==> src/rtl/kscd_pkg.sv <==
// Package for the keyboard scancode decoder: modifier and result types,
// action codes and the plain/shifted character tables. No dependencies.
`timescale 1ns / 1ps
`default_nettype none

package kscd_pkg;

    localparam int ScanWidth   = 8;
    localparam int ActionWidth = 3;
    localparam int CharWidth   = 7;
    localparam int ScreenWidth = 2;

    localparam logic [ActionWidth-1:0] ACT_NONE   = 3'd0;
    localparam logic [ActionWidth-1:0] ACT_CHAR   = 3'd1;
    localparam logic [ActionWidth-1:0] ACT_CLEAR  = 3'd2;
    localparam logic [ActionWidth-1:0] ACT_HALT   = 3'd3;
    localparam logic [ActionWidth-1:0] ACT_SCREEN = 3'd4;

    // Release codes (bit 7 set)
    localparam logic [ScanWidth-1:0] REL_LSHIFT = 8'hAA;
    localparam logic [ScanWidth-1:0] REL_RSHIFT = 8'hB6;
    localparam logic [ScanWidth-1:0] REL_CTRL   = 8'h9D;
    localparam logic [ScanWidth-1:0] REL_ALT    = 8'hB8;

    // Make codes
    localparam logic [CharWidth-1:0] KEY_LSHIFT = 7'd42;
    localparam logic [CharWidth-1:0] KEY_RSHIFT = 7'd54;
    localparam logic [CharWidth-1:0] KEY_CTRL   = 7'd29;
    localparam logic [CharWidth-1:0] KEY_ALT    = 7'd56;
    localparam logic [CharWidth-1:0] KEY_CAPS   = 7'd58;
    localparam logic [CharWidth-1:0] KEY_L      = 7'd38;
    localparam logic [CharWidth-1:0] KEY_C      = 7'd46;
    localparam logic [CharWidth-1:0] KEY_F1     = 7'd59;
    localparam logic [CharWidth-1:0] KEY_F3     = 7'd61;

    typedef struct packed {
        logic shift;
        logic ctrl;
        logic alt;
        logic caps;
    } t_mods;

    typedef struct packed {
        logic [ActionWidth-1:0] action;
        logic [CharWidth-1:0]   character;
        logic [ScreenWidth-1:0] screen_index;
    } t_result;

    // US layout, unshifted; zero means no character
    function automatic logic [CharWidth-1:0] plain_char(input logic [CharWidth-1:0] c);
        logic [CharWidth-1:0] v;
        case (c)
            7'd1:  v = 7'h1B;  7'd2:  v = 7'h31;  7'd3:  v = 7'h32;  7'd4:  v = 7'h33;
            7'd5:  v = 7'h34;  7'd6:  v = 7'h35;  7'd7:  v = 7'h36;  7'd8:  v = 7'h37;
            7'd9:  v = 7'h38;  7'd10: v = 7'h39;  7'd11: v = 7'h30;  7'd12: v = 7'h2D;
            7'd13: v = 7'h3D;  7'd14: v = 7'h08;  7'd15: v = 7'h09;  7'd16: v = 7'h71;
            7'd17: v = 7'h77;  7'd18: v = 7'h65;  7'd19: v = 7'h72;  7'd20: v = 7'h74;
            7'd21: v = 7'h79;  7'd22: v = 7'h75;  7'd23: v = 7'h69;  7'd24: v = 7'h6F;
            7'd25: v = 7'h70;  7'd26: v = 7'h5B;  7'd27: v = 7'h5D;  7'd28: v = 7'h0A;
            7'd30: v = 7'h61;  7'd31: v = 7'h73;  7'd32: v = 7'h64;  7'd33: v = 7'h66;
            7'd34: v = 7'h67;  7'd35: v = 7'h68;  7'd36: v = 7'h6A;  7'd37: v = 7'h6B;
            7'd38: v = 7'h6C;  7'd39: v = 7'h3B;  7'd40: v = 7'h27;  7'd41: v = 7'h60;
            7'd43: v = 7'h5C;  7'd44: v = 7'h7A;  7'd45: v = 7'h78;  7'd46: v = 7'h63;
            7'd47: v = 7'h76;  7'd48: v = 7'h62;  7'd49: v = 7'h6E;  7'd50: v = 7'h6D;
            7'd51: v = 7'h2C;  7'd52: v = 7'h2E;  7'd53: v = 7'h2F;  7'd55: v = 7'h2A;
            7'd57: v = 7'h20;  7'd74: v = 7'h2D;  7'd78: v = 7'h2B;
            default: v = 7'h00;
        endcase
        return v;
    endfunction

    // US layout, shifted
    function automatic logic [CharWidth-1:0] upper_char(input logic [CharWidth-1:0] c);
        logic [CharWidth-1:0] v;
        case (c)
            7'd1:  v = 7'h1B;  7'd2:  v = 7'h21;  7'd3:  v = 7'h40;  7'd4:  v = 7'h23;
            7'd5:  v = 7'h24;  7'd6:  v = 7'h25;  7'd7:  v = 7'h5E;  7'd8:  v = 7'h26;
            7'd9:  v = 7'h2A;  7'd10: v = 7'h28;  7'd11: v = 7'h29;  7'd12: v = 7'h5F;
            7'd13: v = 7'h2B;  7'd14: v = 7'h08;  7'd15: v = 7'h09;  7'd16: v = 7'h51;
            7'd17: v = 7'h57;  7'd18: v = 7'h45;  7'd19: v = 7'h52;  7'd20: v = 7'h54;
            7'd21: v = 7'h59;  7'd22: v = 7'h55;  7'd23: v = 7'h49;  7'd24: v = 7'h4F;
            7'd25: v = 7'h50;  7'd26: v = 7'h7B;  7'd27: v = 7'h7D;  7'd28: v = 7'h0A;
            7'd30: v = 7'h41;  7'd31: v = 7'h53;  7'd32: v = 7'h44;  7'd33: v = 7'h46;
            7'd34: v = 7'h47;  7'd35: v = 7'h48;  7'd36: v = 7'h4A;  7'd37: v = 7'h4B;
            7'd38: v = 7'h4C;  7'd39: v = 7'h3A;  7'd40: v = 7'h22;  7'd41: v = 7'h7E;
            7'd43: v = 7'h7C;  7'd44: v = 7'h5A;  7'd45: v = 7'h58;  7'd46: v = 7'h43;
            7'd47: v = 7'h56;  7'd48: v = 7'h42;  7'd49: v = 7'h4E;  7'd50: v = 7'h4D;
            7'd51: v = 7'h3C;  7'd52: v = 7'h3E;  7'd53: v = 7'h3F;  7'd55: v = 7'h2A;
            7'd57: v = 7'h20;  7'd74: v = 7'h2D;  7'd78: v = 7'h2B;
            default: v = 7'h00;
        endcase
        return v;
    endfunction

endpackage

`default_nettype wire

==> src/rtl/kscd_decode.sv <==
// Combinational decode of one scancode against the current modifier flags.
// Gives the result and the next modifier flags. Depends on kscd_pkg.
`timescale 1ns / 1ps
`default_nettype none

module kscd_decode (
    input  wire logic [kscd_pkg::ScanWidth-1:0] i_code,
    input  wire kscd_pkg::t_mods                i_mods,
    output kscd_pkg::t_mods                     o_mods,
    output kscd_pkg::t_result                   o_result
);
    import kscd_pkg::*;

    logic [CharWidth-1:0] make;
    logic                 accepted;
    logic                 letter;
    logic                 use_upper;
    logic [CharWidth-1:0] table_val;
    logic [CharWidth-1:0] fkey_off;

    assign make     = i_code[CharWidth-1:0];
    assign fkey_off = make - KEY_F1;

    always_comb begin
        accepted  = (make inside {[7'd2:7'd62], 7'd74, 7'd78});
        letter    = (make inside {[7'd16:7'd25], [7'd30:7'd38], [7'd44:7'd50]});
        use_upper = (i_mods.caps && letter) ||
                    (i_mods.shift && (make inside {[7'd2:7'd53]}));
        table_val = use_upper ? upper_char(make) : plain_char(make);
    end

    always_comb begin
        o_mods   = i_mods;
        o_result = '{action: ACT_NONE, character: '0, screen_index: '0};
        if (i_code[ScanWidth-1]) begin
            if (i_code == REL_LSHIFT || i_code == REL_RSHIFT) begin
                o_mods.shift = 1'b0;
            end else if (i_code == REL_CTRL) begin
                o_mods.ctrl = 1'b0;
            end else if (i_code == REL_ALT) begin
                o_mods.alt = 1'b0;
            end
        end else if (accepted) begin
            if (make == KEY_LSHIFT || make == KEY_RSHIFT) begin
                o_mods.shift = 1'b1;
            end else if (make == KEY_CTRL) begin
                o_mods.ctrl = 1'b1;
            end else if (make == KEY_ALT) begin
                o_mods.alt = 1'b1;
            end else if (make == KEY_CAPS) begin
                o_mods.caps = ~i_mods.caps;
            end else if (i_mods.ctrl && make == KEY_L) begin
                o_result.action = ACT_CLEAR;
            end else if (i_mods.ctrl && make == KEY_C) begin
                o_result.action = ACT_HALT;
            end else if (make >= KEY_F1 && make <= KEY_F3) begin
                if (i_mods.alt) begin
                    o_result.action       = ACT_SCREEN;
                    o_result.screen_index = fkey_off[ScreenWidth-1:0];
                end
            end else if (table_val != '0) begin
                o_result.action    = ACT_CHAR;
                o_result.character = table_val;
            end
        end
    end

endmodule

`default_nettype wire

==> src/rtl/keyboard_scancode_decoder_unit.sv <==
// Top level of the set-1 keyboard scancode decoder: input register,
// modifier flags, result register. Depends on kscd_pkg and kscd_decode.
`timescale 1ns / 1ps
`default_nettype none

// Channel   | Handshake            | Payload
// ----------+----------------------+-----------------------------------------
// scancode  | i_valid / o_ready    | i_scan_code[7:0]
// result    | o_valid / i_ready    | o_action[2:0], o_character[6:0],
//           |                      | o_screen_index[1:0]
//
// Two register stages: a request is captured in the input register, decoded
// against the modifier flags by combinational logic and written to the result
// register; o_valid rises when it moves there, which waits while a stalled
// result is held. One request per cycle is sustained while i_ready stays high,
// with the flags fed back from their register through the decode logic.
// Every request yields exactly one result (action none for ignored codes).
// Reset (i_rst_n low, synchronous) empties both stages and clears all flags.
// A stall on i_ready holds the result; an empty input stage still takes one more
// request, then o_ready drops until the result drains.

module keyboard_scancode_decoder_unit (
    input  wire logic                            i_clk,
    input  wire logic                            i_rst_n,
    input  wire logic                            i_valid,
    output logic                                 o_ready,
    input  wire logic [kscd_pkg::ScanWidth-1:0]  i_scan_code,
    output logic                                 o_valid,
    input  wire logic                            i_ready,
    output logic [kscd_pkg::ActionWidth-1:0]     o_action,
    output logic [kscd_pkg::CharWidth-1:0]       o_character,
    output logic [kscd_pkg::ScreenWidth-1:0]     o_screen_index
);
    import kscd_pkg::*;

    // input stage
    logic                 r_in_valid;
    logic [ScanWidth-1:0] r_in_code;
    // modifier flags
    t_mods                r_mods;
    t_mods                n_mods;
    // result stage
    logic                 r_out_valid;
    t_result              r_out;
    t_result              n_out;

    logic out_free;
    logic advance;

    // result register can load when empty or being drained this cycle
    assign out_free = !r_out_valid || i_ready;
    assign advance  = r_in_valid && out_free;
    assign o_ready  = !r_in_valid || out_free;

    kscd_decode u_decode (
        .i_code   (r_in_code),
        .i_mods   (r_mods),
        .o_mods   (n_mods),
        .o_result (n_out)
    );

    always_ff @(posedge i_clk) begin
        if (!i_rst_n) begin
            r_in_valid <= 1'b0;
        end else if (o_ready) begin
            r_in_valid <= i_valid;
        end
    end

    always_ff @(posedge i_clk) begin
        if (o_ready && i_valid) begin
            r_in_code <= i_scan_code;
        end
    end

    // flags advance only when a decoded request moves to the result stage
    always_ff @(posedge i_clk) begin
        if (!i_rst_n) begin
            r_mods      <= '0;
            r_out_valid <= 1'b0;
        end else begin
            if (advance) begin
                r_mods <= n_mods;
            end
            if (out_free) begin
                r_out_valid <= r_in_valid;
            end
        end
    end

    always_ff @(posedge i_clk) begin
        if (advance) begin
            r_out <= n_out;
        end
    end

    assign o_valid        = r_out_valid;
    assign o_action       = r_out.action;
    assign o_character    = r_out.character;
    assign o_screen_index = r_out.screen_index;

endmodule

`default_nettype wire

==> config.mk <==
export PLATFORM = sky130hd
export DESIGN_NAME = keyboard_scancode_decoder_unit
export DESIGN_NICKNAME = d
export VERILOG_FILES = /design/src/rtl/kscd_pkg.sv /design/src/rtl/kscd_decode.sv /design/src/rtl/keyboard_scancode_decoder_unit.sv
export SDC_FILE = /design/constraint.sdc
export NUM_CORES = 1
export LEC_CHECK = 0
export ABC_AREA = 1
export BUFFER_PORTS_ARGS = -buffer_cell sky130_fd_sc_hd__buf_4
export CAP_MARGIN = 20
export CORE_ASPECT_RATIO = 0.6
export CORE_MARGIN = 8
export CORE_UTILIZATION = 60
export CTS_CLUSTER_SIZE = 16
export DETAILED_ROUTE_END_ITERATION = 16
export HOLD_SLACK_MARGIN = 0.1
export PLACE_DENSITY = 0.8
export SYNTH_ARGS = -nofsm -noshare
export SYNTH_HDL_FRONTEND = slang
export SYNTH_SLANG_ARGS = --single-unit
==> constraint.sdc <==
create_clock -name i_clk -period 3.12 [get_ports i_clk]
set_input_delay 0.78 -clock i_clk [delete_from_list [all_inputs] [get_ports i_clk]]
set_output_delay 0.78 -clock i_clk [all_outputs]
set_load 0.01 [all_outputs]
==> After elaboration in Yosys (flattened, before gate mapping) <==
Memories as Yosys holds them, arrays and structs flattened. A register that Yosys moved wholly into a read port is not among the register bits.
Cells that the tools add are included.
{ "totals": {"register_bits": 26, "latchBits": 0, "ram_bits": 0, "romBits": 1792, "wordCells": 112, "memories": 2} }
{ "op_classes": {"n_addsub": 1, "multipliers": 0, "div": 0, "n_lt_le_gt_ge": 11, "eq_ne": 20, "shift": 0, "n_mux": 22, "bitwise_logic": 9, "n_reduce_logical": 35} }
{ "memory_table": {"columns": ["memory", "words", "width", "read_ports", "rd_ports_with_merged_regs", "write_ports", "line_no", "rtl"], "rows": [
  ["(no name shown)", 128, 7, 1, 1, 0, "kscd_pkg.sv:75", "case (c)"],
  ["(no name shown)", 128, 7, 1, 1, 0, "kscd_pkg.sv:52", "case (c)"]
]} }
{ "ops": {"columns": ["operator", "n"], "rows": [
  ["equality test 7 x 6 -> 1 bit, second input constant", 6],
  ["less-or-equal comparator 7 x 6 -> 1 bit, second input constant", 5],
  ["equality test 8 bit, second input constant", 4],
  ["two-way mux 7 bit", 3],
  ["OR reduction 10 bit", 2],
  ["equality test 7 bit, second input constant", 2],
  ["greater-or-equal comparator 7 x 5 -> 1 bit, second input constant", 2],
  ["greater-or-equal comparator 7 x 6 -> 1 bit, second input constant", 2],
  ["logical AND 1 bit", 12],
  ["two-way mux 3 bit", 4],
  ["two-way mux 1 bit", 9],
  ["inverter 1 bit", 9],
  ["two-way mux 2 bit", 4],
  ["two-way mux 8 bit", 1],
  ["!= test 2 bit, second input constant", 4],
  ["AND reduction 8 bit", 1],
  ["nonzero test 2 bit", 4],
  ["OR reduction 8 bit", 1],
  ["equality test 7 x 5 -> 1 bit, second input constant", 1],
  ["greater-or-equal comparator 7 x 2 -> 1 bit, second input constant", 1],
  ["less-or-equal comparator 7 x 5 -> 1 bit, second input constant", 1],
  ["AND reduction 7 bit", 1],
  ["nonzero test 7 bit", 1],
  ["OR reduction 7 bit", 1],
  ["other kinds (9)", 17]
]} }

==> Longest topological paths before layout <==
{ "depth": {"ltp_word": 11, "ltp_mapped": 18} }

==> Cells and area by module <==
From an unflattened synthesis, not the netlist that was laid out.
{ "hier_totals": {"cells_unflattened": 439, "area_unflattened_um2": 2660.1} }
{ "by_module_without_submodules": {"columns": ["module", "n_inst", "cells_each", "area_each_um2"], "rows": [
  ["kscd_decode", 1, 381, 1788.0],
  ["keyboard_scancode_decoder_unit", 1, 58, 872.1]
]} }

==> Least setup slack after synthesis <==
OpenSTA, ideal clock, no wires.
{ "synth_timing": {"path_type": "input port to flip-flop", "startpoint": "input i_ready", "endpoint": "register (tool-made name)", "setup_ns": 0.124, "arrival_ns": 2.607, "setup_slack_ns": 0.389, "cell_stages": 15, "n_path_buf": 1, "cell_sequence": "inv_1 > nand3_2 > nand2_4 > buf_8 > o21ai_4 > inv_1 > ha_1 > nor2_1 > inv_1 > nand3_1 > o21ai_1 > a22oi_1 > nand2_1 > nand2_1 > o21ai_1"} }
{ "synth_lines": {"columns": ["element", "line_no", "rtl"], "rows": [
  ["start, declared", "keyboard_scancode_decoder_unit.sv:29", "input wire logic i_ready,"]
]} }

==> reports/metrics.yaml <==
syn-cell-area_sq_um: 3059
r2r_setup_slack_ns: 0.57
track_usage: 0.2487
postRouteAntennaNets: 0
postCtsSetupBuffers: 0
postLayoutSetupSlackWorst_ns: 0.3086
required_ns: 3.31
grt_setup_unrepaired: "no"
synthAdderAreaFrac: 0.05726
clk_latency_ns: 0.29
period_minus_slack_ns: 2.811
vdd_ir_drop_max_uv: 231.5
maxCapViolations: 0
rows: 20
syn_nets: 462
synth_compound_area_frac: 0.1521
grt_pass1_vias: 2967
wirelength_um: 9557
post_synth_xor_area_fraction: 0.002863
p_leak_nw: 1.597
cts_resized: 0
place_congestion: 1.012
cts.clk_slew.worst_paths_ns: 0.08
cp_max_fo: 18
dieArea_sq_um: 7715
clock_path_buffers: 2
drc: 0
placed_cells: 530
fill_cells: 420
reg2reg_depth: 11
synthCells: 436
min_to: "o_valid"
wl_per_cell_um: 17.76
p_per_area_nw_per_um2: 418.3
numCtsBuffers: 5
ios: 26
cp-start-kind: "input port"
holdBufCountCts: 0
hold_class: "reg -> reg"
finalSetupViolations: 0
wl_met2_um: 3821
die_y_um: 71.31
hpwl_um: 7419
ys_seq_area_frac: 0.3272
core_sq_um: 4980
viasPerCell: 5.972
drv_slew: 0
rr_startpoint: "r_in_code[0]"
dr_total_vias: 3213
synth.mux.area_fraction: 0
cts_tree: "built"
met1_length_um: 4190
synth_seq_cells: 40
drt_iter0_markers: 569
worst_pin_slew_ns: 0.5982
status: "finished clean"
syn_to_final_growth_pct: 13.25
drive_gt1_frac: 0.1928
whs_ns: 0.5143
syn-mean-instance-area_sq_um: 7.016
layout_common_cells: "nand2_1, inv_1, nor2_1"
final_common_cell: "nand2_1"
arrival_ns: 3.00
grt_antenna_before_repair: 0
relSlewSlack: 0.6008
critPathKind: "in -> reg"
routed-wl-met3_um: 1401
dp_slack_ns: 0.1579
cts_sinks: 40
h-tree-depth: 2
numPortBuffers: 25
synthDistinctLibCells: 39
top_layer: "met5"
synth_top_family_by_area: "simple AND/OR/NAND/NOR gates"
period_share: 0.9011
yosys.area_share.simple: 0.3693
hold_viol_final: 0
grt_pass1_wl_um: 15200
synth-edff-count: 20
finalPower_mw: 1.449
die_w_um: 108.2
cts-root-buf: "clkbuf_8"
async_flop_share: 0
tns_ns: 0
ys.flop_type: "edfxtp_1"
final_cells: 538
yosys_warnings: 0
crit_path_end_kind: "register"
fin_skew_ns: 0.002584
min_from: "r_in_valid"
grt_max_degree: 20
start_util: 0.6143
finalNetCount: 497
gr-total-overflow: 0
fmax_mhz: 355.7
drt_first_pass_iters: 6
antennaDiodeCount: 0
whs_path_depth: 2
==> Yosys cell counts, types with 2 or more instances <==
library cell | n | area share
a21oi_1 | 29 | 0.047
a31oi_1 | 2 | 0.0041
buf_2 | 7 | 0.011
buf_6 | 2 | 0.0074
dfxtp_1 | 20 | 0.13
edfxtp_1 | 20 | 0.20
ha_1 | 14 | 0.057
inv_1 | 44 | 0.054
inv_2 | 8 | 0.0098
nand2_1 | 109 | 0.13
nand2_2 | 11 | 0.022
nand2_4 | 5 | 0.018
nand3_1 | 34 | 0.056
nand3_2 | 4 | 0.013
nand3_4 | 2 | 0.011
nand3b_1 | 5 | 0.012
nand4_1 | 6 | 0.012
nor2_1 | 44 | 0.054
nor2_2 | 5 | 0.010
nor3_1 | 4 | 0.0065
o211ai_1 | 4 | 0.0098
o21ai_0 | 24 | 0.039
o21ai_1 | 12 | 0.020
o21ai_2 | 3 | 0.0086
o21ai_4 | 2 | 0.011
o31ai_1 | 3 | 0.0074
==> metrics by stage <==
| step | area [sq um] | utilization |
|---|---|---|
| finish | 3465 | 0.6957 |
| floorplan | 3059 | - |
| global route | 3465 | 0.6957 |
| global placement | 3358 | 0.6744 |
| CTS | 3465 | 0.6957 |
| detailed placement | 3358 | 0.6744 |
==> critical path, cell delays in order <==
cell and delay [ns]:
buf_4 0.10, inv_1 0.08, nand3_2 0.12, nand2_4 0.24
nand2_1 0.07, o21ai_1 0.29, ha_1 0.38, inv_1 0.09
nor2_1 0.19, nor2_1 0.08, o21ai_0 0.29, nand3_1 0.13
nand3_1 0.09, nand2_1 0.05
==> final cells by class <==
type,count,area (sq um),share of cell area
clock buffers,6,93.84,0.02709
clock inverters,2,12.51,0.003611
inverters,52,195.2,0.05634
multi-input cells,332,1779,0.5135
flip-flops and latches,40,1001,0.2889
well taps,66,82.58,0.02384
repair buffers,40,300.3,0.08667
==> where the power goes <==
group          leakage, nW  switching (mW)  total, mW  internal (mW)
combinational         1.19           0.287      0.434          0.146
sequential           0.350          0.0265      0.619          0.592
clock               0.0540           0.192      0.397          0.205
==> layer usage <==
| layer | vias up | global-route usage |
|---|---|---|
| li1 | 1510 | - |
| met5 | - | 0.04255 |
| met4 | 2 | 0.04128 |
| met2 | 229 | 0.3450 |
| met1 | 1444 | 0.3477 |
| met3 | 28 | 0.1021 |
==> cells by family (layout without fill, tap and decap cells) <==
family | Yosys count | after routing
compound gates | 81 | 81
fa+ha+maj | 14 | 14
simple gates | 236 | 236
buf+inv | 64 | 100
xor+xnor | 1 | 1
flops | 40 | 40
==> worst max-delay path by stage <==
stage	start	end	slack [ns]	depth (start not counted)
2_1_floorplan	i_ready	register	0.39	15
3_3_place_gp	i_ready	register	0.10	14
3_5_place_dp	i_ready	register	0.16	16
4_1_cts	i_ready	register	0.45	15
5_1_grt	i_ready	register	0.16	14
6_report	i_ready	register	0.31	14
Power figures use the tool's default switching activity.
